$ cat config.mk
export PLATFORM = sky130hd
export DESIGN_NAME = alu8_with_flags_flat
export DESIGN_NICKNAME = d
export VERILOG_FILES = /design/src/design/alu8f_pkg.sv /design/src/design/alu8f_stream_if.sv /design/src/design/alu8f_in_reg.sv /design/src/design/alu8f_exec.sv /design/src/design/alu8f_out_reg.sv /design/src/design/alu8_with_flags.sv /design/src/flat_wrapper.sv
export SDC_FILE = /design/constraint.sdc
export NUM_CORES = 1
export LEC_CHECK = 0
export BUFFER_PORTS_ARGS = -buffer_cell sky130_fd_sc_hd__buf_2
export CORE_AREA = 2 2 62 107
export DETAILED_ROUTE_END_ITERATION = 12
export DIE_AREA = 0 0 64 109
export PLACE_DENSITY = 0.79
export SYNTH_ARGS = -nofsm -noshare
export SYNTH_HDL_FRONTEND = slang
export SYNTH_SLANG_ARGS = --single-unit
$ cat constraint.sdc
create_clock -name clk_i -period 4.1 [get_ports clk_i]
set_input_delay 0.205 -clock clk_i [delete_from_list [all_inputs] [get_ports clk_i]]
set_output_delay 0.205 -clock clk_i [all_outputs]
set_load 0.005 [all_outputs]
$ cat src/design/alu8f_pkg.sv
`timescale 1ns / 1ps
`default_nettype none

package alu8f_pkg;

  localparam int unsigned OpcodeWidth = 4;
  localparam int unsigned ByteWidth   = 8;
  localparam int unsigned NibbleWidth = 4;

  typedef enum logic [OpcodeWidth-1:0] {
    OP_ADD = 4'd0,
    OP_ADC = 4'd1,
    OP_SUB = 4'd2,
    OP_SBC = 4'd3,
    OP_CP  = 4'd4,
    OP_AND = 4'd5,
    OP_OR  = 4'd6,
    OP_XOR = 4'd7,
    OP_INC = 4'd8,
    OP_DEC = 4'd9
  } opcode_e;

  typedef struct packed {
    logic z;
    logic n;
    logic h;
    logic c;
  } flags_t;

  localparam flags_t FlagsReset = '0;

  typedef struct packed {
    logic [OpcodeWidth-1:0] opcode;
    logic [ByteWidth-1:0]   operand_a;
    logic [ByteWidth-1:0]   operand_b;
  } in_beat_t;

  typedef struct packed {
    logic [ByteWidth-1:0] result_byte;
    logic                 zero_flag;
    logic                 subtract_flag;
    logic                 half_carry_flag;
    logic                 carry_flag;
  } out_beat_t;

  // Handshake between the input register and the output stage.
  typedef struct packed {
    logic advance;
  } stage_ctrl_t;

endpackage

`default_nettype wire

$ cat src/design/alu8f_stream_if.sv
`timescale 1ns / 1ps
`default_nettype none

interface alu8f_stream_if #(
  parameter type payload_t = logic
);

  logic     valid;
  logic     ready;
  payload_t payload;

  modport source (
    output valid,
    output payload,
    input  ready
  );

  modport sink (
    input  valid,
    input  payload,
    output ready
  );

endinterface

`default_nettype wire

$ cat src/design/alu8f_in_reg.sv
`timescale 1ns / 1ps
`default_nettype none

module alu8f_in_reg (
  input  wire logic                  clk_i,
  input  wire logic                  rst_ni,
  alu8f_stream_if.sink               in_i,
  input  wire logic                  advance_i,
  output logic                       valid_o,
  output alu8f_pkg::in_beat_t        beat_o
);

  logic                valid_q, valid_d;
  alu8f_pkg::in_beat_t beat_q;
  logic                take;

  assign in_i.ready = !valid_q || advance_i;
  assign take       = in_i.valid && in_i.ready;

  always_comb begin
    valid_d = valid_q;
    if (take) begin
      valid_d = 1'b1;
    end else if (advance_i) begin
      valid_d = 1'b0;
    end
  end

  always_ff @(posedge clk_i or negedge rst_ni) begin
    if (!rst_ni) begin
      valid_q <= 1'b0;
    end else begin
      valid_q <= valid_d;
    end
  end

  always_ff @(posedge clk_i) begin
    if (take) begin
      beat_q <= in_i.payload;
    end
  end

  assign valid_o = valid_q;
  assign beat_o  = beat_q;

endmodule

`default_nettype wire

$ cat src/design/alu8f_exec.sv
`timescale 1ns / 1ps
`default_nettype none

module alu8f_exec (
  input  wire alu8f_pkg::in_beat_t beat_i,
  input  wire alu8f_pkg::flags_t   flags_i,
  output logic [alu8f_pkg::ByteWidth-1:0] result_o,
  output alu8f_pkg::flags_t   flags_o
);

  localparam int unsigned BW = alu8f_pkg::ByteWidth;
  localparam int unsigned NW = alu8f_pkg::NibbleWidth;

  alu8f_pkg::opcode_e op;
  logic [BW-1:0]      a, b;
  logic               cin;
  logic [BW:0]        sum_w, diff_w;
  logic [NW:0]        hsum_w, hdiff_w;
  logic [BW-1:0]      inc_w, dec_w;
  logic               is_zero_sum, is_zero_diff;

  assign op = alu8f_pkg::opcode_e'(beat_i.opcode);
  assign a  = beat_i.operand_a;
  assign b  = beat_i.operand_b;

  assign cin = ((op == alu8f_pkg::OP_ADC) || (op == alu8f_pkg::OP_SBC)) ? flags_i.c : 1'b0;

  assign sum_w   = {1'b0, a} + {1'b0, b} + {{BW{1'b0}}, cin};
  assign diff_w  = {1'b0, a} - {1'b0, b} - {{BW{1'b0}}, cin};
  assign hsum_w  = {1'b0, a[NW-1:0]} + {1'b0, b[NW-1:0]} + {{NW{1'b0}}, cin};
  assign hdiff_w = {1'b0, a[NW-1:0]} - {1'b0, b[NW-1:0]} - {{NW{1'b0}}, cin};
  assign inc_w   = a + {{(BW-1){1'b0}}, 1'b1};
  assign dec_w   = a - {{(BW-1){1'b0}}, 1'b1};

  assign is_zero_sum  = (sum_w[BW-1:0] == '0);
  assign is_zero_diff = (diff_w[BW-1:0] == '0);

  always_comb begin
    result_o = a;
    flags_o  = flags_i;
    unique case (op)
      alu8f_pkg::OP_ADD,
      alu8f_pkg::OP_ADC: begin
        result_o = sum_w[BW-1:0];
        flags_o  = '{z: is_zero_sum, n: 1'b0, h: hsum_w[NW], c: sum_w[BW]};
      end
      alu8f_pkg::OP_SUB,
      alu8f_pkg::OP_SBC: begin
        result_o = diff_w[BW-1:0];
        flags_o  = '{z: is_zero_diff, n: 1'b1, h: hdiff_w[NW], c: diff_w[BW]};
      end
      alu8f_pkg::OP_CP: begin
        result_o = a;
        flags_o  = '{z: is_zero_diff, n: 1'b1, h: hdiff_w[NW], c: diff_w[BW]};
      end
      alu8f_pkg::OP_AND: begin
        result_o = a & b;
        flags_o  = '{z: ((a & b) == '0), n: 1'b0, h: 1'b1, c: 1'b0};
      end
      alu8f_pkg::OP_OR: begin
        result_o = a | b;
        flags_o  = '{z: ((a | b) == '0), n: 1'b0, h: 1'b0, c: 1'b0};
      end
      alu8f_pkg::OP_XOR: begin
        result_o = a ^ b;
        flags_o  = '{z: ((a ^ b) == '0), n: 1'b0, h: 1'b0, c: 1'b0};
      end
      alu8f_pkg::OP_INC: begin
        result_o = inc_w;
        flags_o  = '{z: (inc_w == '0), n: 1'b0, h: (a[NW-1:0] == '1), c: flags_i.c};
      end
      alu8f_pkg::OP_DEC: begin
        result_o = dec_w;
        flags_o  = '{z: (dec_w == '0), n: 1'b1, h: (a[NW-1:0] == '0), c: flags_i.c};
      end
      default: begin
        // undefined opcode: pass operand A, keep flags
        result_o = a;
        flags_o  = flags_i;
      end
    endcase
  end

endmodule

`default_nettype wire

$ cat src/design/alu8f_out_reg.sv
`timescale 1ns / 1ps
`default_nettype none

module alu8f_out_reg (
  input  wire logic                        clk_i,
  input  wire logic                        rst_ni,
  input  wire logic                        valid_i,
  input  wire logic [alu8f_pkg::ByteWidth-1:0] result_i,
  input  wire alu8f_pkg::flags_t           flags_i,
  output alu8f_pkg::flags_t                flags_o,
  output alu8f_pkg::stage_ctrl_t           ctrl_o,
  alu8f_stream_if.source                   out_o
);

  logic                 valid_q, valid_d;
  logic                 advance;
  alu8f_pkg::out_beat_t beat_q;
  alu8f_pkg::flags_t    flags_q;

  assign advance = valid_i && (!valid_q || out_o.ready);

  always_comb begin
    valid_d = valid_q;
    if (advance) begin
      valid_d = 1'b1;
    end else if (out_o.ready) begin
      valid_d = 1'b0;
    end
  end

  always_ff @(posedge clk_i or negedge rst_ni) begin
    if (!rst_ni) begin
      valid_q <= 1'b0;
      flags_q <= alu8f_pkg::FlagsReset;
    end else begin
      valid_q <= valid_d;
      if (advance) begin
        flags_q <= flags_i;
      end
    end
  end

  always_ff @(posedge clk_i) begin
    if (advance) begin
      beat_q <= '{result_byte:     result_i,
                  zero_flag:       flags_i.z,
                  subtract_flag:   flags_i.n,
                  half_carry_flag: flags_i.h,
                  carry_flag:      flags_i.c};
    end
  end

  assign out_o.valid    = valid_q;
  assign out_o.payload  = beat_q;
  assign flags_o        = flags_q;
  assign ctrl_o.advance = advance;

endmodule

`default_nettype wire

$ cat src/design/alu8_with_flags.sv
// channel | dir | payload                                              | beat
// in_i    | in  | opcode, operand_a, operand_b                         | one operation
// out_o   | out | result_byte, zero/subtract/half_carry/carry flags    | one result
//
// From input beat to result beat: input register, ALU, result register.
// One beat per cycle is sustained while out_o is ready; the kept flags update as a
// result enters the result register, so the next operation sees them with no bubble.
// Reset clears both stage valids and the flag register.
// A stalled result holds its register; the input register still takes a beat
// whenever it is empty or moving forward.
`timescale 1ns / 1ps
`default_nettype none

module alu8_with_flags (
  input  wire logic      clk_i,
  input  wire logic      rst_ni,
  alu8f_stream_if.sink   in_i,
  alu8f_stream_if.source out_o
);

  logic                                s1_valid;
  alu8f_pkg::in_beat_t                 s1_beat;
  logic [alu8f_pkg::ByteWidth-1:0]     exec_result;
  alu8f_pkg::flags_t                   exec_flags;
  alu8f_pkg::flags_t                   flags_q;
  alu8f_pkg::stage_ctrl_t              out_ctrl;

  alu8f_in_reg u_in_reg (
    .clk_i     (clk_i),
    .rst_ni    (rst_ni),
    .in_i      (in_i),
    .advance_i (out_ctrl.advance),
    .valid_o   (s1_valid),
    .beat_o    (s1_beat)
  );

  alu8f_exec u_exec (
    .beat_i   (s1_beat),
    .flags_i  (flags_q),
    .result_o (exec_result),
    .flags_o  (exec_flags)
  );

  alu8f_out_reg u_out_reg (
    .clk_i    (clk_i),
    .rst_ni   (rst_ni),
    .valid_i  (s1_valid),
    .result_i (exec_result),
    .flags_i  (exec_flags),
    .flags_o  (flags_q),
    .ctrl_o   (out_ctrl),
    .out_o    (out_o)
  );

endmodule

`default_nettype wire

$ cat src/flat_wrapper.sv
// flat-port wrapper written by rule: the top's interface ports become plain ports
module alu8_with_flags_flat 
  (clk_i, rst_ni, in_i_valid, in_i_payload, in_i_ready, out_o_valid, out_o_payload, out_o_ready);
  alu8f_stream_if #(.payload_t(alu8f_pkg::in_beat_t)) in_i_i ();
  alu8f_stream_if #(.payload_t(alu8f_pkg::out_beat_t)) out_o_i ();
  input  wire logic clk_i;
  input  wire logic rst_ni;
  input wire logic [$bits(in_i_i.valid)-1:0] in_i_valid;
  input wire logic [$bits(in_i_i.payload)-1:0] in_i_payload;
  output wire logic [$bits(in_i_i.ready)-1:0] in_i_ready;
  output wire logic [$bits(out_o_i.valid)-1:0] out_o_valid;
  output wire logic [$bits(out_o_i.payload)-1:0] out_o_payload;
  input wire logic [$bits(out_o_i.ready)-1:0] out_o_ready;
  assign in_i_i.valid = in_i_valid;
  assign in_i_i.payload = in_i_payload;
  assign in_i_ready = in_i_i.ready;
  assign out_o_valid = out_o_i.valid;
  assign out_o_payload = out_o_i.payload;
  assign out_o_i.ready = out_o_ready;
  alu8_with_flags u_core (.clk_i(clk_i), .rst_ni(rst_ni), .in_i(in_i_i), .out_o(out_o_i));
endmodule
# After elaboration in Yosys (flattened, before gate mapping)
# Index checks and enable logic that the tools add are counted.
# Widths: inputs -> output; s select.
# totals
regBits,38
out_inout_bits,14
wordCells,65
# op_classes
add_sub_neg,10
n_eq_ne,10
muxes,7
n_bitwise,3
n_reduce_logical,21
# ops
operator,count
$logic_not 8->1,7
$pmux 8 s7,1
$pmux 4 s7,1
$eq 4x3->1 const B,4
$eq 4x4->1 const B,3
$add 8x8->9,1
$add 9x1->9,1
$sub 8x8->9,1
$sub 9x1->9,1
$add 8x1->8 const B,1
$and 8x8->8,1
$eq 4x2->1 const B,2
$logic_not 4->1,2
$or 8x8->8,1
$sub 8x1->8 const B,1
$xor 8x8->8,1
$add 4x4->5,1
$add 5x1->5,1
$mux 1,5
$sub 4x4->5,1
$sub 5x1->5,1
$eq 4x1->1 const B,1
$reduce_bool 2->1,2
$reduce_or 2->1,2
other kinds (4),8

# Longest topological paths before layout
# Gate-level depths: netlist of run 1.
# depth
word_depth,6
mapped_depth,13
depth_no_buf,12

# Hierarchy
# From an unflattened synthesis of run 1, not the netlist that was laid out.
# unflattened
cells_unflattened,368
hier_area_um2,3455.8
# by_module_without_submodules
mod,n_inst,cells_each,area_per_inst_um2,seq_area_each_um2
alu8f_exec,1,319,2219.6,0.0
alu8f_in_reg,1,24,654.4,625.6
alu8f_out_reg,1,25,581.8,485.5

# Worst setup path before layout of run 1
# OpenSTA, ideal clock, no wires.
# synth_timing
path_type,register to register
from,"reg u_core.u_in_reg.beat_q, in the netlist u_core.u_in_reg.beat_o[16]"
to,"reg u_core.u_out_reg.beat_q, in the netlist u_core.u_out_reg.out_o.payload[3], data pin"
arrival_time_ns,3.272
required_time_ns,3.954
slack_ns,0.682
stages_incl_launch_ff,13
path_buffers,2
path_cell_list,edfxtp_1 clkbuf_1 clkbuf_1 nand3_1 inv_1 fa_1 fa_1 a21o_1 a221oi_2 xnor2_1 or4_1 or3_1 a21oi_1
# synth_lines
element,line,rtl
from (decl),alu8f_in_reg.sv:14,alu8f_pkg::in_beat_t beat_q;
from (signal assigned),alu8f_in_reg.sv:39,beat_q <= in_i.payload;
to (signal assigned),alu8f_out_reg.sv:45,"beat_q <= '{result_byte: result_i,"
to (decl),alu8f_out_reg.sv:17,alu8f_pkg::out_beat_t beat_q;

==> flow_summary_export.csv, run 1 <==
group,metric,value,unit
clock_tree,clk_latency,0.30,ns
sta,skew,0.00288,ns
sta,setup_tns,0,ns
placement,gp_congestion,1.04,
setup_path,criticalPathCategory,"reg -> reg",
clock_tree,cts_sinks,38,
global_route,grt_overflow,0,
final_layout,finalNetCount,477,
min_path,hold_class,"in -> reg",
global_route,grt_pass1_wl,15500,um
sta,slew_viol_final,0,
synth,yosys_register_bits,38,
setup_path,required,4.25,ns
pwr,power.share.clock,29.1,%
sta,worstMarginPinSlew,0.941,ns
floorplanning,die_w,64,um
sta,fin_crit,3.71,ns
floorplanning,die_area,6980,um2
clock_tree,cts_buffer_depth,2,
synth,yosys.area.top_type,"edfxtp_1",
synth,ys_seq_area_share,32.4,%
clock_tree,cts_tree,"yes",
synth,syn_nets,445,
pwr,power_switching_share,32.4,%
setup_path,cp_max_fo,14,
placement,hpwl,7900,um
final_layout,drive_gt1_share,15.4,%
floorplanning,rows,38,
synth,synth_warnings,0,
setup_path,critPathMaxStageDelay,0.63,ns
synth,ys.flop_type,"edfxtp_1",
sta,max_freq,269,MHz
pwr,power_frac_comb,32.2,%
clock_tree,postCtsSetupBuffers,0,
pwr,powerDensity,340,nW/um2
floorplanning,die_h,109,um
detailed_routing,dr.pass1.iters,5,
synth,netlist_instances,382,
detailed_routing,dr.first_iter.drc_count,287,
global_route,grt_max_degree,22,
sta,period_share,90.5,%
final_layout,final_core_util,62.5,%
setup_path,crit_slowest_cell,"edfxtp_1",
detailed_routing,antenna_left,0,
sta,relSlewSlack,36.6,%
placement,port_buffers,37,
synth,synth-edff-count,32,
pwr,p_seq_share,38.7,%
sta,fin_hold_ws,0.0771,ns
synth,synth_top_area_share,28.1,%
setup_path,path_cells,"nor2_1 -> nand3_1 -> inv_1 -> fa_1 -> fa_1 -> a21o_1 -> a221oi_2 -> xnor2_1 -> or4_1 -> or3_1 -> a21oi_1",
pwr,intPower,881,uW
pwr,ir_drop,0.000320,V
setup_path,endpoint_kind,"register",
final_layout,num_antenna_cells,0,
detailed_routing,viasPerCell,6.34,
setup_path,crit_family,"simple AND/OR/NAND/NOR gates",
clock_tree,cts_buffers,5,
detailed_routing,vias,3140,
floorplanning,start_util,55.8,%
clock_tree,post_cts_resized,0,
synth,ys_top_cells_by_area,"edfxtp_1 28%, ha_1 13%, dfrtp_1 4.4%, a21oi_1 3.9%, inv_1 3.3%",
sta,fin_ws,0.388,ns
clock_tree,path_clk_slew,0.07,ns
sta,setup_violations,0,
final_layout,area_growth,12.0,%
setup_path,path_buf_inv,1,
detailed_routing,drt_wl_total,9970,um
placement,place_ws,0.504,ns
global_route,grt_pass1_vias,3043,
synth,syn_area,3420,um2
floorplanning,core,6130,um2
detailed_routing,wl_per_cell,20.1,um
synth,synthArstFlopShare,15.8,%
clock_tree,hold_buffers,1,
sta,hold_violations,0,
global_route,antenna_found_initial,0,
pwr,power_leakage,0.00159,uW
clock_tree,ctsRootBufferMaster,"clkbuf_8",
sta,rsz0062_at_grt,"false",
setup_path,arrival,3.86,ns
synth,avgSynthCellArea,8.96,um2
setup_path,cp_common_cell,"fa_1",
setup_path,worstSetupStartpointType,"register",
final_layout,finalNonFillerCells,495,
global_route,grt_usage,29.9,%
pwr,p_switching,421,uW
run_status,status,"finished clean",
placement,dpl.cell_count,486,
synth,synth_cell_type_count,57,
detailed_routing,drc,0,
clock_tree,cts_max_level,2,
flow_run,cap_violations,0,
floorplanning,ioPinCount,38,
## area by class of cell
cell class | instances | area [um2]
clock buffer | 5 | 68.8
fill | 512 | 2300
sequential | 38 | 1110
timing repair buffer | 45 | 248
clock inverter | 3 | 68.8
inverter | 30 | 113
multi-input combinational | 294 | 2130
tap | 80 | 100
## through the flow
step / total power (uW) / area [um2]
final: 1300 / 3830
after global placement: 912 / 3690
after floorplan: 789 / 3420
after global routing: 1360 / 3830
after CTS: 1300 / 3830
after detailed placement: 919 / 3690
## path summary, 6_finish.rpt
check / from / end / slack, ns / cells past startpoint
min reg2reg: u_core.u_in_reg.valid_o$_DFFE_PN0P_ / u_core.u_out_reg.out_o.valid$_DFFE_PN0P_ / 0.50 / 1
max: u_core.u_in_reg.beat_o[18]$_DFFE_PP_ / u_core.u_out_reg.out_o.payload[3]$_DFFE_PP_ / 0.39 / 11
max reg2reg: u_core.u_in_reg.beat_o[18]$_DFFE_PP_ / u_core.u_out_reg.out_o.payload[3]$_DFFE_PP_ / 0.39 / 11
min: in_i_payload[17] / u_core.u_in_reg.beat_o[17]$_DFFE_PP_ / 0.08 / 1
max in group asynchronous: rst_ni / u_core.u_out_reg.flags_o[0]$_DFFE_PN0P_ / 3.69 / 2
min in group asynchronous: rst_ni / u_core.u_out_reg.flags_o[1]$_DFFE_PN0P_ / 0.26 / 2
## cells by family (layout without fill, tap and decap cells)
group / Yosys count / in the layout / synth area share (%)
mux: 9 / 9 / 2.78
fa+ha+maj: 39 / 39 / 15.1
flops: 38 / 38 / 32.4
compound gates: 113 / 113 / 22.2
buf+inv: 50 / 83 / 5.48
xor+xnor: 16 / 16 / 4.09
simple gates: 117 / 117 / 17.9
## layer usage
layer  track usage (%)  share of wire, %  up-vias
li1                  -                 -     1484
met2              51.3                49      160
met1              31.2                35     1439
met5                 0                 0        -
met3              5.26               6.4       57
met4              25.2               8.9        0
## state kept, by name, indices dropped and copies added, names as in the netlist
| signal | count |
|---|---|
| u_core.u_out_reg.out_o.payload | 12 |
| u_core.u_out_reg.out_o.valid | 1 |
| u_core.u_in_reg.valid_o | 1 |
| u_core.u_out_reg.flags_o | 4 |
| u_core.u_in_reg.beat_o | 20 |
## Yosys cell counts (2+ instances only)
cell type / count
o2111ai_1: 2
a311oi_1: 2
fa_1: 4
o21ai_0: 20
o211ai_1: 6
and3_1: 5
mux2i_1: 5
o31ai_1: 3
xor2_1: 5
inv_1: 30
a2111oi_0: 2
a21oi_1: 27
a22oi_1: 2
nor4_1: 9
nor2_1: 26
a211oi_1: 6
xnor2_1: 11
ha_1: 35
nor2b_1: 8
a21o_1: 5
and2b_2: 2
nand2b_1: 11
a211o_1: 3
clkbuf_1: 17
and2_1: 3
edfxtp_1: 32
mux2_2: 4
dfrtp_1: 6
a221oi_1: 3
o22a_1: 2
a31oi_1: 8
o22ai_1: 5
nand4_1: 5
nand2_1: 17
nor3_1: 13
nand3_1: 10
o221ai_1: 2
buf_1: 3
o21a_1: 4
nor3b_1: 2
## worst register-to-register path: stages, from the launching register on
cell and delay (ns):
edfxtp_1 0.63, nor2_1 0.13, nand3_1 0.16, inv_1 0.07, fa_1 0.40, fa_1 0.44
a21o_1 0.21, a221oi_2 0.37, xnor2_1 0.10, or4_1 0.51, or3_1 0.39, a21oi_1 0.15
## cells in the final DEF (no fill, tap or decap), types with 3 or more instances in the layout
master	instances
a211o_1	3
a211oi_1	6
a21o_1	5
a21oi_1	27
a221oi_1	3
a31oi_1	8
and2_1	3
and3_1	5
buf_2	37
buf_4	7
clkbuf_8	5
dfrtp_1	6
edfxtp_1	32
fa_1	4
ha_1	35
inv_1	30
mux2_2	4
mux2i_1	5
nand2_1	17
nand2b_1	11
nand3_1	10
nand4_1	5
nor2_1	26
nor2b_1	8
nor3_1	13
nor4_1	9
o211ai_1	6
o21a_1	4
o21ai_0	20
o22ai_1	5
o31ai_1	3
xnor2_1	11
xor2_1	5
## power by group through the flow
stage / sequential, uW / clock [uW] / combinational (uW)
floorplan: 498 / 0 / 291
global placement: 510 / 0 / 402
detailed placement: 511 / 0 / 408
CTS: 503 / 383 / 411
global route: 508 / 401 / 455
finish: 504 / 379 / 419
Note: power is estimated with default switching activity, not from simulation.
==> run 2, diff against run 1 <==
Settings changed: MAX_ROUTING_LAYER set to met4.
Clock period 4.1 ns to 4.55 ns, I/O delays scaled along.
==> run 2 against run 1 <==
Total power down 19%; hold slack improved by 0.033 ns; clock power fell by 41%; fmax is 1.2% lower.
==> flow_summary_export.csv, run 2 (synthesized netlist as in run 1, its figures left out) <==
group,metric,value,unit
floorplanning,ioPinCount,38,
detailed_routing,dr_wl_met3,652,um
clock_tree,cts_buffers,5,
floorplanning,rows,38,
detailed_routing,dr.first_iter.drc_count,238,
clock_tree,cts_tree,"yes",
placement,place_ws,0.853,ns
setup_path,criticalPathCategory,"reg -> reg",
global_route,grt_overflow,0,
pwr,power_switching_share,35.2,%
detailed_routing,drc,0,
detailed_routing,vias,3164,
sta,period_share,82.6,%
flow_run,cap_violations,0,
global_route,grt_pass1_vias,3049,
run_status,status,"finished clean",
pwr,power_leakage,0.00157,uW
clock_tree,ctsRootBufferMaster,"clkbuf_8",
final_layout,final_cell_mix,"37 x buf_2, 35 x ha_1, 32 x edfxtp_1",
sta,hold_violations,0,
floorplanning,die_h,109,um
pwr,p_switching,371,uW
sta,max_freq,266,MHz
floorplanning,die_w,64,um
detailed_routing,viasPerCell,6.38,
detailed_routing,wl_met2,5210,um
pwr,powerDensity,278,nW/um2
placement,hpwl,8170,um
floorplanning,start_util,55.8,%
final_layout,layout_commonest_cell,"buf_2",
final_layout,fill_cells,564,
clock_tree,path_clk_slew,0.08,ns
clock_tree,cts_buffer_depth,2,
setup_path,arrival,3.89,ns
sta,setup_violations,0,
detailed_routing,drt-met1-wl,3640,um
final_layout,largest_reg_flops,20,
final_layout,register_area,1110,um2
pwr,ir_drop,0.000209,V
detailed_routing,drt_wl_total,10200,um
detailed_routing,top_layer_used,"met4",
pwr,p_seq_share,43.0,%
sta,rsz0062_at_grt,"false",
final_layout,num_antenna_cells,0,
setup_path,worstSetupStartpointType,"register",
clock_tree,clk_latency,0.29,ns
detailed_routing,dr.pass1.iters,4,
pwr,power.share.clock,21.3,%
setup_path,cp_max_fo,14,
clock_tree,cts_sinks,38,
min_path,hold_class,"in -> reg",
global_route,grt_pass1_wl,16000,um
global_route,grt_max_degree,22,
setup_path,endpoint_kind,"register",
sta,fin_crit,3.76,ns
placement,port_buffers,37,
placement,gp_congestion,0.973,
global_route,antenna_found_initial,0,
final_layout,multi_input_area,2130,um2
sta,relSlewSlack,36.9,%
sta,worstMarginPinSlew,0.947,ns
floorplanning,core,6130,um2
floorplanning,die_area,6980,um2
pwr,power_frac_comb,35.7,%
detailed_routing,wl_per_cell,20.6,um
final_layout,finalNetCount,478,
final_layout,final_core_util,61.8,%
clock_tree,cts_max_level,2,
final_layout,drive_gt1_share,15.4,%
global_route,grt_usage,31.6,%
sta,fin_ws,0.793,ns
pwr,intPower,683,uW
clock_tree,post_cts_resized,0,
sta,setup_tns,0,ns
detailed_routing,antenna_left,0,
sta,skew,0.00815,ns
final_layout,area_growth,10.7,%
sta,slew_viol_final,0,
setup_path,required,4.69,ns
## run 2: changes by cell type in the layout (fill, tap and decap cells not counted)
cell,previous run,this run
clkbuf_1,0,1
buf_4,7,8
clkinv_2,0,1
bufinv_16,2,0
## run 2: final cells by class
class / instances / share of cell area (%)
clock buffers: 6 / 1.91
clock inverters: 2 / 0.363
inverters: 30 / 2.97
multi-input cells: 294 / 56.1
flip-flops and latches: 38 / 29.3
well taps: 80 / 2.64
repair buffers: 46 / 6.73
## run 2: worst paths after layout
path | start | end | slack, ns | cells past startpoint
hold / removal | in_i_payload[15] | u_core.u_in_reg.beat_o[15]$_DFFE_PP_ | 0.11 | 1
max in group asynchronous | rst_ni | u_core.u_out_reg.flags_o[3]$_DFFE_PN0P_ | 4.10 | 2
setup / recovery | u_core.u_in_reg.beat_o[18]$_DFFE_PP_ | u_core.u_out_reg.out_o.payload[3]$_DFFE_PP_ | 0.79 | 12
min in group asynchronous | rst_ni | u_core.u_out_reg.out_o.valid$_DFFE_PN0P_ | 0.29 | 2
hold reg to reg | u_core.u_in_reg.valid_o$_DFFE_PN0P_ | u_core.u_out_reg.out_o.valid$_DFFE_PN0P_ | 0.49 | 1
setup reg to reg | u_core.u_in_reg.beat_o[18]$_DFFE_PP_ | u_core.u_out_reg.out_o.payload[3]$_DFFE_PP_ | 0.79 | 12
## run 2: worst max-delay path, cell delays in order, from the launching register on
cell and delay [ns]:
edfxtp_1 0.61, nor2_1 0.09, buf_4 0.19, nand3_1 0.12, inv_1 0.06, fa_1 0.41, fa_1 0.43, a21o_1 0.20
a221oi_2 0.39, xnor2_1 0.11, or4_1 0.49, or3_1 0.37, a21oi_1 0.13
## run 2: what timing repair did
action | in CTS | in global routing
setup buffers | 0 | 0
hold buffers | 1 | 0
endpoints found under the hold margin | 6 | 0
## run 2: routing by layer
metal	GRT usage, %	vias up
met5	-	-
met4	19.9	0
met3	4.13	46
met2	53.5	172
met1	34.9	1466
li1	-	1480
## run 2: stage by stage
| step | total power [uW] | hold WS, ns | instances | area, um2 |
|---|---|---|---|---|
| floorplan | 711 | -0.0681 | 382 | 3420 |
| global placement | 826 | 0.0661 | 487 | 3690 |
| detailed placement | 829 | 0.0721 | 487 | 3690 |
| CTS | 1060 | 0.106 | 496 | 3790 |
| global route | 1110 | 0.100 | 496 | 3790 |
| finish | 1050 | 0.110 | 496 | 3790 |
## run 2: power groups by stage
stage	sequential [uW]	clock [uW]	combinational [uW]
3_3_place_gp	459	0	367
6_report	453	225	376
3_5_place_dp	460	0	369
5_1_grt	457	243	413
2_1_floorplan	449	0	262
4_1_cts	452	232	372
